===== src/rtl/core/xtl_pkg.sv =====
// Shared types, phase codes and result encodings for the XML tag lexer.
// Used by xtl_scan, xtl_rsp_queue and xml_tag_lexer; depends on nothing.
`timescale 1ns / 1ps

package xtl_pkg;

   // Scanner limits
   localparam int unsigned MAX_NEST    = 255;
   localparam int unsigned DEPTH_W     = 9;
   localparam int unsigned MAX_RESULTS = 3;

   // Result queue geometry
   localparam int unsigned RSPQ_DEPTH = 8;
   localparam int unsigned RSPQ_AW    = $clog2(RSPQ_DEPTH);
   localparam int unsigned RSPQ_CW    = $clog2(RSPQ_DEPTH + 1);
   localparam int unsigned RSPQ_ROOM  = RSPQ_DEPTH - MAX_RESULTS;

   // Scanner phases
   typedef enum logic [4:0] {
      PH_IDLE         = 5'd0,
      PH_LT           = 5'd1,
      PH_NAME         = 5'd2,
      PH_ATTR_WS      = 5'd3,
      PH_ATTR_NAME    = 5'd4,
      PH_ATTR_EQ_WS   = 5'd5,
      PH_VAL_START    = 5'd6,
      PH_VAL_DQ       = 5'd7,
      PH_VAL_SQ       = 5'd8,
      PH_VAL_END      = 5'd9,
      PH_END_START    = 5'd10,
      PH_END_NAME     = 5'd11,
      PH_END_WS       = 5'd12,
      PH_SELF_CLOSE   = 5'd13,
      PH_SKIP         = 5'd14,
      PH_BANG         = 5'd15,
      PH_BANG_DASH    = 5'd16,
      PH_COMMENT      = 5'd17,
      PH_COMMENT_DASH = 5'd18,
      PH_COMMENT_END  = 5'd19
   } phase_type;

   // Result kinds
   localparam logic [1:0] KIND_TAG    = 2'd0;
   localparam logic [1:0] KIND_TEXT   = 2'd1;
   localparam logic [1:0] KIND_STATUS = 2'd2;

   // Tag types
   localparam logic [1:0] TAG_START = 2'd0;
   localparam logic [1:0] TAG_END   = 2'd1;
   localparam logic [1:0] TAG_SELF  = 2'd2;

   // Error codes
   localparam logic [1:0] ERR_NONE       = 2'd0;
   localparam logic [1:0] ERR_SYNTAX     = 2'd1;
   localparam logic [1:0] ERR_INCOMPLETE = 2'd2;
   localparam logic [1:0] ERR_OVERFLOW   = 2'd3;

   // One result item
   typedef struct packed {
      logic [7:0] out_byte;
      logic [1:0] out_kind;
      logic       tag_done;
      logic [1:0] tag_type;
      logic [1:0] error_code;
      logic       last_result;
   } rsp_entry_type;

   // Results of one scanner step, lowest entry first
   typedef struct packed {
      logic [1:0]                         count;
      rsp_entry_type [MAX_RESULTS-1:0]    entry;
   } step_type;

   function automatic rsp_entry_type tag_entry(input logic [7:0] b);
      rsp_entry_type e;
      e = '0;
      e.out_byte = b;
      e.out_kind = KIND_TAG;
      return e;
   endfunction

   function automatic rsp_entry_type text_entry(input logic [7:0] b);
      rsp_entry_type e;
      e = '0;
      e.out_byte = b;
      e.out_kind = KIND_TEXT;
      return e;
   endfunction

   function automatic rsp_entry_type close_entry(input logic [1:0] ttype);
      rsp_entry_type e;
      e = '0;
      e.out_byte = 8'h3E;
      e.out_kind = KIND_TAG;
      e.tag_done = 1'b1;
      e.tag_type = ttype;
      return e;
   endfunction

   function automatic rsp_entry_type status_entry(input logic [1:0] code);
      rsp_entry_type e;
      e = '0;
      e.out_kind   = KIND_STATUS;
      e.error_code = code;
      return e;
   endfunction

endpackage


===== src/rtl/core/xtl_scan.sv =====
// Tag scanner: phase, nesting and status registers plus the per-byte step logic.
// Produces up to three result entries per accepted byte; depends on xtl_pkg.
`timescale 1ns / 1ps

module xtl_scan (
   input  logic             clock,
   input  logic             reset,
   input  logic             step,
   input  logic [7:0]       in_byte,
   input  logic             stream_end,
   output xtl_pkg::step_type result
);
   import xtl_pkg::*;

   phase_type            phase_ff, phase_in;
   logic [DEPTH_W-1:0]   depth_ff, depth_in;
   logic                 end_tag_ff, end_tag_in;
   logic                 body_ff, body_in;
   logic                 failed_ff, failed_in;

   logic                 ws, n1, n2;
   logic [1:0]           ctype;
   logic [1:0]           err;
   logic [1:0]           n;
   rsp_entry_type [MAX_RESULTS-1:0] res;
   logic                 at_limit;

   // Classify the byte
   assign ws = (in_byte == 8'h20) || (in_byte > 8'd8 && in_byte < 8'd14);
   assign n1 = (in_byte inside {[8'h61:8'h7A], [8'h41:8'h5A], 8'h5F});
   assign n2 = n1 || (in_byte inside {8'h2D, 8'h2E, [8'h30:8'h39]});
   assign ctype    = end_tag_ff ? TAG_END : TAG_START;
   assign at_limit = (depth_ff >= DEPTH_W'(MAX_NEST));

   // Next state and results for one byte
   always_comb begin
      phase_in   = phase_ff;
      depth_in   = depth_ff;
      end_tag_in = end_tag_ff;
      body_in    = body_ff;
      failed_in  = failed_ff;
      res        = '0;
      n          = 2'd0;
      err        = ERR_NONE;

      case (phase_ff)
         PH_IDLE: begin
            if (in_byte == 8'h3C) phase_in = PH_LT;
            else if (body_ff) begin
               res[0] = text_entry(in_byte);
               n      = 2'd1;
            end
            else if (!ws) err = ERR_SYNTAX;
         end
         PH_LT: begin
            if (in_byte == 8'h2F) begin
               phase_in   = PH_END_START;
               end_tag_in = 1'b1;
               res[0]     = tag_entry(8'h3C);
               res[1]     = tag_entry(in_byte);
               n          = 2'd2;
            end
            else if (in_byte == 8'h3F) phase_in = PH_SKIP;
            else if (in_byte == 8'h21) phase_in = PH_BANG;
            else if (n1) begin
               phase_in   = PH_NAME;
               end_tag_in = 1'b0;
               res[0]     = tag_entry(8'h3C);
               res[1]     = tag_entry(in_byte);
               n          = 2'd2;
            end
            else err = ERR_SYNTAX;
         end
         PH_NAME, PH_VAL_END: begin
            if (ws) begin
               phase_in = PH_ATTR_WS;
               res[0]   = tag_entry(8'h20);
               n        = 2'd1;
            end
            else if (in_byte == 8'h2F) begin
               phase_in = PH_SELF_CLOSE;
               res[0]   = tag_entry(8'h20);
               res[1]   = tag_entry(8'h2F);
               n        = 2'd2;
            end
            else if (in_byte == 8'h3E) begin
               phase_in = PH_IDLE;
               body_in  = 1'b1;
               res[0]   = tag_entry(8'h20);
               res[1]   = close_entry(ctype);
               n        = 2'd2;
            end
            else if (n2 && phase_ff == PH_NAME) begin
               res[0] = tag_entry(in_byte);
               n      = 2'd1;
            end
            else err = ERR_SYNTAX;
         end
         PH_ATTR_WS: begin
            if (ws) begin
            end
            else if (in_byte == 8'h2F) begin
               phase_in = PH_SELF_CLOSE;
               res[0]   = tag_entry(in_byte);
               n        = 2'd1;
            end
            else if (in_byte == 8'h3E) begin
               phase_in = PH_IDLE;
               body_in  = 1'b1;
               res[0]   = close_entry(ctype);
               n        = 2'd1;
            end
            else if (n1) begin
               phase_in = PH_ATTR_NAME;
               res[0]   = tag_entry(in_byte);
               n        = 2'd1;
            end
            else err = ERR_SYNTAX;
         end
         PH_ATTR_NAME: begin
            if (ws) phase_in = PH_ATTR_EQ_WS;
            else if (in_byte == 8'h3D) begin
               phase_in = PH_VAL_START;
               res[0]   = tag_entry(in_byte);
               n        = 2'd1;
            end
            else if (n2) begin
               res[0] = tag_entry(in_byte);
               n      = 2'd1;
            end
            else err = ERR_SYNTAX;
         end
         PH_ATTR_EQ_WS: begin
            if (ws) begin
            end
            else if (in_byte == 8'h3D) begin
               phase_in = PH_VAL_START;
               res[0]   = tag_entry(in_byte);
               n        = 2'd1;
            end
            else err = ERR_SYNTAX;
         end
         PH_VAL_START: begin
            if (ws) begin
            end
            else if (in_byte == 8'h22) begin
               phase_in = PH_VAL_DQ;
               res[0]   = tag_entry(in_byte);
               n        = 2'd1;
            end
            else if (in_byte == 8'h27) begin
               phase_in = PH_VAL_SQ;
               res[0]   = tag_entry(in_byte);
               n        = 2'd1;
            end
            else err = ERR_SYNTAX;
         end
         PH_VAL_DQ, PH_VAL_SQ: begin
            if (ws) begin
               res[0] = tag_entry(8'h20);
               n      = 2'd1;
            end
            else if (in_byte == 8'h3C) err = ERR_SYNTAX;
            else begin
               // closing quote must match the opening one
               if ((phase_ff == PH_VAL_DQ && in_byte == 8'h22) ||
                   (phase_ff == PH_VAL_SQ && in_byte == 8'h27)) phase_in = PH_VAL_END;
               res[0] = tag_entry(in_byte);
               n      = 2'd1;
            end
         end
         PH_END_START: begin
            if (n1) begin
               phase_in = PH_END_NAME;
               res[0]   = tag_entry(in_byte);
               n        = 2'd1;
            end
            else err = ERR_SYNTAX;
         end
         PH_END_NAME: begin
            if (ws) begin
               phase_in = PH_END_WS;
               res[0]   = tag_entry(8'h20);
               n        = 2'd1;
            end
            else if (in_byte == 8'h3E) begin
               phase_in = PH_IDLE;
               body_in  = 1'b1;
               res[0]   = tag_entry(8'h20);
               res[1]   = close_entry(ctype);
               n        = 2'd2;
            end
            else if (n2) begin
               res[0] = tag_entry(in_byte);
               n      = 2'd1;
            end
            else err = ERR_SYNTAX;
         end
         PH_END_WS: begin
            if (ws) begin
            end
            else if (in_byte == 8'h3E) begin
               phase_in = PH_IDLE;
               body_in  = 1'b1;
               res[0]   = close_entry(ctype);
               n        = 2'd1;
            end
            else err = ERR_SYNTAX;
         end
         PH_SELF_CLOSE: begin
            if (in_byte == 8'h3E) begin
               phase_in = PH_IDLE;
               body_in  = 1'b1;
               res[0]   = close_entry(TAG_SELF);
               n        = 2'd1;
            end
            else err = ERR_SYNTAX;
         end
         PH_SKIP: begin
            if (in_byte == 8'h3E) begin
               if (depth_ff == '0) phase_in = PH_IDLE;
            end
            else if (in_byte == 8'h5B) begin
               if (at_limit) err = ERR_OVERFLOW;
               else depth_in = depth_ff + DEPTH_W'(1);
            end
            else if (in_byte == 8'h5D) begin
               // unbalanced close bracket saturates at zero
               if (depth_ff != '0) depth_in = depth_ff - DEPTH_W'(1);
            end
         end
         PH_BANG: begin
            if (in_byte == 8'h3E) phase_in = PH_IDLE;
            else if (in_byte == 8'h2D) phase_in = PH_BANG_DASH;
            else begin
               phase_in = PH_SKIP;
               if (in_byte == 8'h5B) begin
                  if (at_limit) err = ERR_OVERFLOW;
                  else depth_in = depth_ff + DEPTH_W'(1);
               end
            end
         end
         PH_BANG_DASH: begin
            if (in_byte == 8'h3E) phase_in = PH_IDLE;
            else if (in_byte == 8'h2D) phase_in = PH_COMMENT;
            else phase_in = PH_SKIP;
         end
         PH_COMMENT: begin
            if (in_byte == 8'h2D) phase_in = PH_COMMENT_DASH;
         end
         PH_COMMENT_DASH: begin
            phase_in = (in_byte == 8'h2D) ? PH_COMMENT_END : PH_COMMENT;
         end
         PH_COMMENT_END: begin
            if (in_byte == 8'h3E) phase_in = PH_IDLE;
            else err = ERR_SYNTAX;
         end
         default: err = ERR_SYNTAX;
      endcase

      // Error replaces the step's output; incomplete end is appended
      if (err != ERR_NONE) begin
         failed_in = 1'b1;
         res       = '0;
         res[0]    = status_entry(err);
         n         = 2'd1;
      end
      else if (stream_end && (phase_in != PH_IDLE || !body_in)) begin
         failed_in = 1'b1;
         res[n]    = status_entry(ERR_INCOMPLETE);
         n         = n + 2'd1;
      end

      // Mark the last result of the step
      if (n != 2'd0) res[n - 2'd1].last_result = 1'b1;

      // Sticky failure: drop everything
      if (failed_ff) begin
         phase_in   = phase_ff;
         depth_in   = depth_ff;
         end_tag_in = end_tag_ff;
         body_in    = body_ff;
         failed_in  = failed_ff;
         n          = 2'd0;
      end
   end

   // State registers advance on each accepted request
   always_ff @(posedge clock) begin
      if (reset) begin
         phase_ff   <= PH_IDLE;
         depth_ff   <= '0;
         end_tag_ff <= 1'b0;
         body_ff    <= 1'b0;
         failed_ff  <= 1'b0;
      end
      else if (step) begin
         phase_ff   <= phase_in;
         depth_ff   <= depth_in;
         end_tag_ff <= end_tag_in;
         body_ff    <= body_in;
         failed_ff  <= failed_in;
      end
   end

   assign result.count = step ? n : 2'd0;
   assign result.entry = res;

endmodule


===== src/rtl/core/xtl_rsp_queue.sv =====
// Result queue: takes up to three entries a cycle, hands out one a cycle while ready is high.
// Register array with write and read pointers; depends on xtl_pkg.
`timescale 1ns / 1ps

module xtl_rsp_queue (
   input  logic                    clock,
   input  logic                    reset,
   input  xtl_pkg::step_type       push,
   output logic                    room,
   output logic                    valid,
   input  logic                    ready,
   output xtl_pkg::rsp_entry_type  head
);
   import xtl_pkg::*;

   rsp_entry_type          mem [RSPQ_DEPTH];
   logic [RSPQ_AW-1:0]     wr_ff, wr_in;
   logic [RSPQ_AW-1:0]     rd_ff, rd_in;
   logic [RSPQ_CW-1:0]     count_ff, count_in;
   logic                   pop;

   assign valid = (count_ff != '0);
   assign pop   = valid && ready;
   assign room  = (count_ff <= RSPQ_CW'(RSPQ_ROOM));
   assign head  = mem[rd_ff];

   // Pointer and fill count update
   always_comb begin
      wr_in    = wr_ff + RSPQ_AW'(push.count);
      rd_in    = rd_ff + RSPQ_AW'(pop);
      count_in = count_ff + RSPQ_CW'(push.count) - RSPQ_CW'(pop);
   end

   always_ff @(posedge clock) begin
      if (reset) begin
         wr_ff    <= '0;
         rd_ff    <= '0;
         count_ff <= '0;
      end
      else begin
         wr_ff    <= wr_in;
         rd_ff    <= rd_in;
         count_ff <= count_in;
      end
   end

   // Store the step's entries in order
   always_ff @(posedge clock) begin
      for (int i = 0; i < MAX_RESULTS; i++) begin
         if (2'(i) < push.count) mem[wr_ff + RSPQ_AW'(i)] <= push.entry[i];
      end
   end

endmodule


===== src/rtl/core/xml_tag_lexer.sv =====
// Top level of the XML tag lexer: byte stream in, normalized tag/text results out.
// Instantiates xtl_scan and xtl_rsp_queue; depends on xtl_pkg.
`timescale 1ns / 1ps
//
//  Channel   Dir  Payload
//  req_*     in   tdata[7:0] in_byte, tlast stream_end
//  rsp_*     out  tdata out_byte/tag_done/tag_type/error_code, tuser out_kind,
//                 tlast last_result
//
//  One byte is scanned per cycle while req_tready is high; its up to three
//  results enter a queue of eight entries and leave one per cycle while
//  rsp_tready is high. req_tready drops when the queue has fewer than three
//  free entries. Synchronous reset clears the scanner state and empties the
//  queue. A stall on rsp_* holds the head entry.

module xml_tag_lexer (
   input  logic        clock,
   input  logic        reset,
   input  logic        req_tvalid,
   output logic        req_tready,
   input  logic [7:0]  req_tdata,   // [7:0] in_byte
   input  logic        req_tlast,
   output logic        rsp_tvalid,
   input  logic        rsp_tready,
   output logic [15:0] rsp_tdata,   // [7:0] out_byte, [8] tag_done, [10:9] tag_type,
                                    // [12:11] error_code, [15:13] zero
   output logic [1:0]  rsp_tuser,   // [1:0] out_kind
   output logic        rsp_tlast
);
   import xtl_pkg::*;

   step_type       step_res;
   rsp_entry_type  head;
   logic           room;
   logic           step;

   assign req_tready = room;
   assign step       = req_tvalid && room;

   xtl_scan u_scan (
      .clock      (clock),
      .reset      (reset),
      .step       (step),
      .in_byte    (req_tdata),
      .stream_end (req_tlast),
      .result     (step_res)
   );

   xtl_rsp_queue u_queue (
      .clock (clock),
      .reset (reset),
      .push  (step_res),
      .room  (room),
      .valid (rsp_tvalid),
      .ready (rsp_tready),
      .head  (head)
   );

   // Pack the head entry onto the stream
   assign rsp_tdata = {3'b000, head.error_code, head.tag_type, head.tag_done, head.out_byte};
   assign rsp_tuser = head.out_kind;
   assign rsp_tlast = head.last_result;

endmodule


===== config.mk =====
export PLATFORM = sky130hd
export DESIGN_NAME = xml_tag_lexer
export DESIGN_NICKNAME = d
export VERILOG_FILES = /design/src/rtl/core/xtl_pkg.sv /design/src/rtl/core/xtl_scan.sv /design/src/rtl/core/xtl_rsp_queue.sv /design/src/rtl/core/xml_tag_lexer.sv
export SDC_FILE = /design/constraint.sdc
export NUM_CORES = 1
export LEC_CHECK = 0
export BUFFER_PORTS_ARGS = -buffer_cell sky130_fd_sc_hd__buf_2
export CAP_MARGIN = 20
export CORE_ASPECT_RATIO = 1.1
export CORE_UTILIZATION = 60
export CTS_CLUSTER_SIZE = 8
export DETAILED_ROUTE_END_ITERATION = 6
export PLACE_DENSITY = 0.77
export SLEW_MARGIN = 20
export SYNTH_ARGS = -nofsm -noshare
export SYNTH_HDL_FRONTEND = slang
export SYNTH_SLANG_ARGS = --single-unit

===== constraint.sdc =====
create_clock -name clock -period 9.55 [get_ports clock]
set_input_delay 1.91 -clock clock [delete_from_list [all_inputs] [get_ports clock]]
set_output_delay 1.91 -clock clock [all_outputs]
set_load 0.02 [all_outputs]

## Word level (Yosys, flattened, before mapping)

Memories as Yosys holds them, arrays and structs flattened. A register that Yosys moved wholly into a read port is not among the register bits.
Cells that the tools add are included.

| word-level totals | value |
|---|---|
| RAM bits | 128 |
| logic and storage cells | 287 |
| input bits | 13 |
| flip-flop bits (word level) | 27 |
| memories | 1 |

Memories:

| name | words | width | read ports | clocked after memory_dff | write ports | RTL line | RTL |
|---|---|---|---|---|---|---|---|
| u_queue.mem | 8 | 16 | 1 | 1 | 3 | xtl_rsp_queue.sv:16 | `rsp_entry_type mem [RSPQ_DEPTH];` |

| cells by class | value |
|---|---|
| magnitude comparators | 17 |
| bitwise gates (word level) | 4 |
| mux-type cells | 169 |
| add/subtract/negate cells | 10 |
| reductions and logical operators | 37 |
| eq/ne operators | 41 |

Operators by type and width:

| operator | number |
|---|---|
| $mux W16 | 24 |
| $pmux W16 S12 | 1 |
| $mux W32 | 5 |
| $mux W5 | 31 |
| $mux W48 | 3 |
| $mux W2 | 47 |
| $eq A8 B6 Y1 const B | 11 |
| $pmux W5 S17 | 1 |
| $mux W9 | 8 |
| $demux W16 S2 | 2 |
| $bwmux W48 | 1 |
| $pmux W16 S3 | 1 |
| $and A28 B42 Y42 | 1 |
| $not A42 Y42 | 1 |
| $eq A5 B4 Y1 const B | 8 |
| $mux W1 | 38 |
| $pmux W2 S15 | 1 |
| $mux W14 | 2 |
| $eq A8 B7 Y1 const B | 3 |
| $pmux W2 S12 | 1 |
| $eq A5 B3 Y1 const B | 4 |
| $eq A5 B5 Y1 const B | 4 |
| $pmux W9 S2 | 1 |
| $ge A8 B7 Y1 const B | 2 |
| 45 further kinds | 77 |

## Longest topological paths before layout

Gate-level depths: netlist (run 1).

| depth | value |
|---|---|
| depth after elaboration | 20 |
| gate-level depth with buffers | 22 |

## Modules after synthesis

A second synthesis (run 1) with hierarchy kept.

| second synthesis, totals | value |
|---|---|
| cell total of the unflattened synthesis | 1471 |
| area total of the unflattened synthesis | 12737.2 sq um |

By module, submodules not included:

| module | cells an instance | instances | area each (sq um) | seq. area each (sq um) |
|---|---|---|---|---|
| xtl_rsp_queue | 986 | 1 | 9451.6 | 4043.9 |
| xtl_scan | 480 | 1 | 3253.1 | 340.3 |
| xml_tag_lexer | 5 | 1 | 32.5 | 0.0 |

## Worst setup path before layout (run 1)

No wires, ideal clock.

| timing path | value |
|---|---|
| kind | input -> register |
| start point | input req_tdata[6] |
| end point | register u_queue.count_ff[3] |
| cell stages on the path | 21 |
| slack | 2.970 ns |
| arrival time | 6.452 ns |
| data required time | 9.422 ns |
| setup time | 0.128 ns |
| buffers on the path | 4 |
| cell sequence | buf_6 -> or3_1 -> or4b_2 -> clkbuf_1 -> nand2_1 -> buf_2 -> nor2_1 -> a221oi_1 -> ha_1 -> mux2i_1 -> or4_4 -> buf_6 -> nand2_1 -> inv_1 -> ha_1 -> inv_1 -> ha_1 -> a21o_1 -> a21oi_1 -> xnor2_1 -> nor2_1 |

| between the ends | value |
|---|---|
| longest elaborated chain between the ends | 17 |
| elaborated cells on any way between the ends | 143 |
| classes of those cells | 3 x add/sub; 8 x order compare; 13 x eq/ne; 102 x mux; 17 x reduce/logical |

RTL lines:

| what | RTL line | RTL |
|---|---|---|
| from (decl) | xml_tag_lexer.sv:21 | `input logic [7:0] req_tdata,` |
| $ge A8 B7 Y1 (tied with other cells) | xtl_scan.sv:30 | `assign n1 = (in_byte inside {[8'h61:8'h7A], [8'h41:8'h5A], 8'h5F});` |
| $logic_and A1 B1 Y1 (on tied branches) | xtl_scan.sv:30, xtl_scan.sv:31 |  |
| $reduce_bool A3 Y1 (on tied branches) | xtl_scan.sv:30, xtl_scan.sv:31 |  |
| $logic_or A1 B1 Y1 (tied with other cells) | xtl_scan.sv:31 | `assign n2 = n1 \|\| (in_byte inside {8'h2D, 8'h2E, [8'h30:8'h39]});` |
| $logic_and A1 B1 Y1 (tied with other cells) | xtl_scan.sv:93 | `else if (n2 && phase_ff == PH_NAME) begin` |
| $mux W1 (tied with other cells) | xtl_scan.sv:93 |  |
| $mux W2 (tied with other cells) | xtl_scan.sv:86 | `else if (in_byte == 8'h3E) begin` |
| $mux W2 or $pmux W5 S17 (tied branches) | xtl_scan.sv:80, xtl_scan.sv:46 |  |
| $mux W2 or $reduce_bool A5 Y1 (tied branches) | xtl_scan.sv:75, xtl_scan.sv:268 |  |
| $pmux W2 S12 or $logic_or A1 B1 Y1 (tied branches) | xtl_scan.sv:46, xtl_scan.sv:268 |  |
| $add A2 B1 Y2 or $logic_and A1 B1 Y1 (tied branches) | xtl_scan.sv:271, xtl_scan.sv:268 |  |
| $mux W2 | xtl_scan.sv:268 | `else if (stream_end && (phase_in != PH_IDLE \|\| !body_in)) begin` |
| $mux W2 (*) | xtl_scan.sv:262 | `if (err != ERR_NONE) begin` |
| $mux W2 (*) | xtl_scan.sv:278 | `if (failed_ff) begin` |
| $mux W2 (*) | xtl_scan.sv:306 | `assign result.count = step ? n : 2'd0;` |
| $add A4 B2 Y4 (*) | xtl_rsp_queue.sv:31 | `count_in = count_ff + RSPQ_CW'(push.count) - RSPQ_CW'(pop);` |
| $sub A4 B1 Y4 (*) | xtl_rsp_queue.sv:31 |  |
| to (signal assigned) | xtl_rsp_queue.sv:43 | `count_ff <= count_in;` |
| to (decl) | xtl_rsp_queue.sv:19 | `logic [RSPQ_CW-1:0] count_ff, count_in;` |

Mark *: on every way between the ends. The rest lies on a longest branch, timed or not.
A chain may end at the register's enable or synchronous reset.

## Worst setup path after layout (run 1)

| timing path | value |
|---|---|
| start point | input req_tdata[4] |
| end point | register u_queue.count_ff[3] |

The elaborated chain is that of the path after synthesis.

==> results of run 1 <==
[tightest hold or removal path, delay by kind of cell, from the launching register on]
family / cells / cell delay, ps
flops: 1 / 320
simple gates: 2 / 150
[placed cells by master, fill, tap and decap left out, drive strengths merged, types with 6 or more instances in the layout]
cell type and instances:
nand4 9, a21boi 8, a211oi 31, nor3 29
a31oi 10, buf 56, a221oi 7, a21oi 65
nor4 12, nand3 33, inv 40, nand2 131
clkinv 8, mux2 16, clkbuf 17, o21ai 77
xor2 6, nor2 93, mux4 32, a2111oi 7
ha 17, xnor2 7, or3 8, or2 8
and2 9, nor3b 17, o211ai 30, dfxtp 27
and3 6, mux2i 9, edfxtp 128, nor2b 14
[path summary, 6_finish.rpt]
check | slack, ps | cells after the start | end
min reg2reg | 500 | 2 | u_scan.failed_ff$_SDFFE_PP0P_
min | 500 | 2 | u_scan.failed_ff$_SDFFE_PP0P_
max reg2reg | 3310 | 19 | u_queue.count_ff[3]$_SDFF_PP0_
max | 1900 | 19 | u_queue.count_ff[3]$_SDFF_PP0_
[layer usage]
layer	wire length (um)	global-route usage, %
met1	12400	48.4
met2	15300	59.9
met3	2850	5.90
met4	1810	20.9
met5	0	0
[state kept, by name, summed over array words and instances, names as in the netlist]
register / cells
u_queue.wr_ff: 3
u_scan.failed_ff: 1
u_scan.depth_ff: 9
u_queue.mem: 128
u_scan.body_ff: 1
u_scan.phase_ff: 5
u_queue.count_ff: 4
u_scan.end_tag_ff: 1
u_queue.rd_ff: 3
[metrics by stage]
step / worst slack, ps / instances / utilization [%] / total power [uW] / instance area (um^2)
2_1_floorplan: 2970 / 1061 / - / 1470 / 10300
3_3_place_gp: 1730 / 1245 / 63.6 / 1700 / 10500
3_5_place_dp: 1580 / 1245 / 63.6 / 1710 / 10500
4_1_cts: 2010 / 1277 / 67.0 / 2350 / 11100
5_1_grt: 1530 / 1278 / 67.1 / 2460 / 11100
6_report: 1900 / 1278 / 67.1 / 2360 / 11100
[power breakdown]
part	internal, uW	leakage, uW	switching (uW)	total (uW)
logic	331	0.00197	541	872
registers	807	0.00146	30.0	837
clock network	362	0.000271	293	655
total	1500	0.00370	864	2360
[kinds of logic (layout without fill, tap and decap cells)]
group	count (synthesis)	count (layout)	share of synthesized area [%]
buffers and inverters	111	124	4.48
xor gates and xnor gates	13	13	1.11
and+or+nand+nor	406	406	20.0
muxes	57	57	9.66
DFF	155	155	42.8
adders and majority gates	19	19	2.46
other	1	3	0.0366
AOI/OAI and AO/OA	297	297	19.5
[final cells by class]
class / instances / area [um^2]
sequential: 155 / 4390
tap: 204 / 255
fill: 1321 / 5450
clock buffer: 17 / 425
timing repair buffer: 56 / 343
clock inverter: 15 / 139
multi-input combinational: 795 / 5420
inverter: 36 / 135
==> out/qor.yml, run 1 <==
logic_synthesis:
  avgSynthCellArea_um2: 9.68
  async_reset_ff_share_pct: 0
  synthTopCellsByArea: "edfxtp_1 37%, mux4_2 7.0%, dfxtp_1 5.3%"
  dominantRegCellSynth: "edfxtp_1"
  yosysSeqAreaShare_pct: 42.8
  synthTopCellsByCount: "131 x nand2_1, 128 x edfxtp_1, 93 x nor2_1"
  yosysTopAreaCellShare_pct: 37.5
  ys_seq_elements: 155
  synth_edf_count: 128
  yosysTopAreaCell: "edfxtp_1"
  ys_types: 85
  yosys_warnings: 0
  yosysMostFrequentCell: "nand2_1"
  netlist_instances: 1059
  syn_area_um2: 10300
global_route:
  antenna_found_initial: 0
  grt_max_degree: 34
  grt_pass1_vias: 8631
  grt_usage_pct: 37.4
  overflow: 0
  grt_pass1_wl_um: 49400
clock_tree:
  clock_sinks: 155
  cts_buffers: 17
  clockBufferDepth: 2
  cts-resized-gates: 0
  htreeDepth: 4
  cts_tree: "done"
  cts_setup_buffers: 0
  cts-root-buf: "clkbuf_16"
  clk_pin_slew_ps: 70
  clk_latency_ps: 430
  cts_hold_buf: 0
power_and_ir_drop:
  ir_drop_mv: 0.121
  powerDensity_nw_per_um2: 213
  cellLeakagePower_uw: 0.00370
timing:
  maxSlewHeadroom_pct: 26.3
  hold_violations: 0
  period_needed_ps: 7650
  fin_setup_tns_ps: 0
  rsz0062_at_grt: "false"
  finalCritPeriodShare_pct: 80.1
  slew_violations: 0
  max_freq_mhz: 131
  setup_viol: 0
  worstMarginPinSlew_ps: 1100
  fin_skew_ps: 10.7
  holdWs_ps: 502
detailed_routing:
  avgViaCountPerCell: 7.20
  routed_wl_um: 32400
  vias: 9199
  drc: 1
  postRouteAntennaNets: 0
  dr.pass1.iters: 7
  wl_per_cell_um: 25.3
  drtIter0Drc: 1186
worst_setup_path:
  worst_setup_path_start_kind: "input port"
  cp_cell_sequence: "buf_2 -> or3_1 -> or4b_2 -> nand2_1 -> nor2_1 -> a221oi_1 -> ha_1 -> nand2_1 -> o21ai_0 -> nand3_1 -> nand2_1 -> inv_1 -> ha_1 -> inv_1 -> ha_1 -> a21o_1 -> a21oi_1 -> xnor2_1 -> nor2_1"
  crit_required_ps: 9860
  crit_family: "simple AND/OR/NAND/NOR gates"
  cpPeakStageDelay_ps: 830
  critPathKind: "input port to flop"
  worstPathMaxFanout: 26
  endpoint_kind: "flop"
  worstPathArrival_ps: 7960
  cp-startpoint: "req_tdata[4]"
  slowest_stage: "nand2_1"
  rr_startpoint: "u_scan.phase_ff[2]$_SDFFE_PP0P_"
  path_buf_inv: 3
placed_design:
  io_buffer_count: 30
  place_congestion: 1.03
  dp_hpwl_um: 22700
floorplanning:
  fp.dieArea_um2: 17600
  die_h_um: 139
  io_pins: 34
  placementRows: 49
  coreArea_um2: 16600
  start_util_pct: 61.9
  die_width_um: 127
worst_hold_path:
  hold_start: "u_scan.failed_ff$_SDFFE_PP0P_"
  min_path_type: "flop to flop"
status:
  status: "finished with violations"
  violations: "DRC"
cells_and_area:
  nNetsFinal: 1093
  drive_gt1_share_pct: 14.9
  syn2layout_area_growth_pct: 8.32
  num_antenna_cells: 0
flow_run:
  drv_cap: 0
(Power assumes the default switching activity.)
==> run 2, diff against run 1 <==
- ABC_AREA: not set -> 1
- clock period: 9.55 -> 7.83 ns (I/O delays scaled with it)
==> out/qor.yml, run 2 <==
global_route:
  overflow: 0
  grt_usage_pct: 38.7
  grt_pass1_vias: 9757
  grt_pass1_wl_um: 52100
  antenna_found_initial: 0
  grt_max_degree: 67
floorplanning:
  die_width_um: 128
  fp.dieArea_um2: 18100
  io_pins: 34
  coreArea_um2: 17100
  placementRows: 50
  die_h_um: 141
  start_util_pct: 61.6
logic_synthesis:
  yosysMostFrequentCell: "nand2_1"
  synth_edf_count: 128
  synthTopCellsByCount: "340 x nand2_1, 312 x nor2_1, 154 x o21ai_0"
  dominantRegCellSynth: "edfxtp_1"
  ys_seq_elements: 155
  async_reset_ff_share_pct: 0
  avgSynthCellArea_um2: 7.10
  yosysTopAreaCellShare_pct: 36.5
  synthTopCellsByArea: "edfxtp_1 37%, nand2_1 12%, nor2_1 11%"
  yosysTopAreaCell: "edfxtp_1"
  yosysSeqAreaShare_pct: 41.7
  netlist_instances: 1481
  syn_area_um2: 10500
  ys_types: 49
  yosys_warnings: 0
worst_setup_path:
  cp-startpoint: "req_tdata[6]"
  slowest_stage: "nor2_1"
  critPathKind: "input port to flop"
  cpPeakStageDelay_ps: 700
  cp_cell_sequence: "buf_2 -> nor2_1 -> nand2_1 -> nor2_1 -> a21oi_1 -> nand3_1 -> a21oi_1 -> nand4_1 -> inv_1 -> ha_1 -> inv_1 -> nand3_1 -> nand2_1 -> nor2_4 -> nand2_4 -> nor2_8 -> nand2_1 -> nand3_1"
  crit_required_ps: 7880
  worstPathMaxFanout: 18
  worstPathArrival_ps: 5860
  worst_setup_path_start_kind: "input port"
  endpoint_kind: "flop"
  rr_startpoint: "u_scan.phase_ff[1]$_SDFFE_PP0P_"
cells_and_area:
  drive_gt1_share_pct: 8.31
  nNetsFinal: 1511
  fin_area_um2: 11400
  layout_common_cells: "340 x nand2_1, 311 x nor2_1, 154 x o21ai_0"
  reg_top3: "u_queue.mem x128, u_scan.depth_ff x9, u_scan.phase_ff x5"
  top_register: "u_queue.mem"
  largest_register_ffs: 128
  syn2layout_area_growth_pct: 8.16
  final_cells: 1726
  final_common_cell: "nand2_1"
  num_antenna_cells: 0
placed_design:
  dp.cells: 1692
  place_area_um2: 10700
  place_congestion: 1.03
  dp_hpwl_um: 23800
  io_buffer_count: 30
timing:
  holdWs_ps: 484
  maxSlewHeadroom_pct: 25.4
  max_freq_mhz: 172
  slew_violations: 0
  fin_skew_ps: 10.5
  fin_setup_tns_ps: 0
  setup_viol: 0
  worstMarginPinSlew_ps: 1110
  hold_violations: 0
  period_needed_ps: 5810
  finalCritPeriodShare_pct: 74.1
  rsz0062_at_grt: "false"
detailed_routing:
  dr.pass1.iters: 6
  drtIter0Drc: 1287
  avgViaCountPerCell: 6.04
  wl_per_cell_um: 19.6
  vias: 10400
  postRouteAntennaNets: 0
  drc: 0
  routed_wl_um: 33900
clock_tree:
  clock_sinks: 155
  cts_setup_buffers: 0
  cts-root-buf: "clkbuf_16"
  htreeDepth: 4
  cts_tree: "done"
  clk_latency_ps: 440
  cts_hold_buf: 0
  clockBufferDepth: 2
  cts-resized-gates: 0
  clk_pin_slew_ps: 60
  cts_buffers: 17
power_and_ir_drop:
  cellLeakagePower_uw: 0.00527
  comb_power_share_pct: 42.9
  p_total_uw: 3470
  p_int_uw: 1990
  clock_power_share_pct: 24.7
  switching_share_pct: 42.7
  power.switching_uw: 1480
  ir_drop_mv: 0.194
  pwr-share-seq_pct: 32.4
  powerDensity_nw_per_um2: 305
worst_hold_path:
  min_path_type: "flop to flop"
  hold_start: "u_scan.depth_ff[8]$_SDFFE_PP0P_"
flow_run:
  drv_cap: 0
status:
  status: "complete, no violations"
==> run 2: cell types whose count changed after synthesis, moves of 32 or more <==
cell	delta
inv_1	+93
nand3_1	+52
nand2_1	+209
mux4_2	-32
nor2_1	+219
o21ai_0	+78
==> run 2: worst max-delay path, delay by kind of cell <==
family,cells,cell delay [ps]
AND/OR/NAND/NOR,12,3350
adder cells (fa/ha/maj),1,300
AO/OA/AOI/OAI,2,360
buffers and inverters,3,250
==> run 2: cell type report <==
cell class	count	area, um^2
Sequential cell	155	4390
Multi-Input combinational cell	1121	5290
Inverter	141	529
Clock buffer	22	485
Clock inverter	10	128
Tap cell	234	293
Timing Repair Buffer	43	263
Fill cell	1544	5700
==> run 2: power by group through the flow <==
stage	Clock [uW]	Combinational, uW	Sequential (uW)
global route	894	1640	1130
finish	857	1490	1120
global placement	0	1420	1140
detailed placement	0	1450	1140
CTS	857	1450	1120
floorplan	0	1090	1100
==> run 2: through the flow <==
stage | setup WS, ps | utilization (%)
finish | 2020 | 66.6
global route | 1670 | 66.6
CTS | 2150 | 66.4
detailed placement | 1710 | 62.8
global placement | 1780 | 62.8
floorplan | 2940 | -
==> run 2: kinds of logic (layout without fill, tap and decap cells) <==
group / Yosys count / count (layout) / share of synthesized area, %
XOR/XNOR: 6 / 6 / 0.500
other: 1 / 3 / 0.0357
AND/OR/NAND/NOR: 828 / 828 / 33.4
flip-flops: 155 / 155 / 41.7
AO/OA/AOI/OAI: 265 / 265 / 13.9
adder cells (fa/ha/maj): 19 / 19 / 2.40
buffers and inverters: 207 / 216 / 8.09
==> run 2: metal layers <==
layer	part of all wire, %	global-route usage [%]	vias to the layer above
met1	37	45.0	4715
met5	0	0	-
li1	-	-	4945
met3	8.9	7.25	142
met2	47	62.8	617
met4	7.7	30.5	0
==> run 2: final timing paths <==
kind,endpoint,slack [ps],cells past startpoint
worst min-delay path,u_scan.depth_ff[8]$_SDFFE_PP0P_,480,2
worst min register to register,u_scan.depth_ff[8]$_SDFFE_PP0P_,480,2
worst max-delay path,u_queue.mem[2][13]$_SDFFCE_PP0P_,2020,18
worst max register to register,u_queue.mem[2][13]$_SDFFCE_PP0P_,2780,15
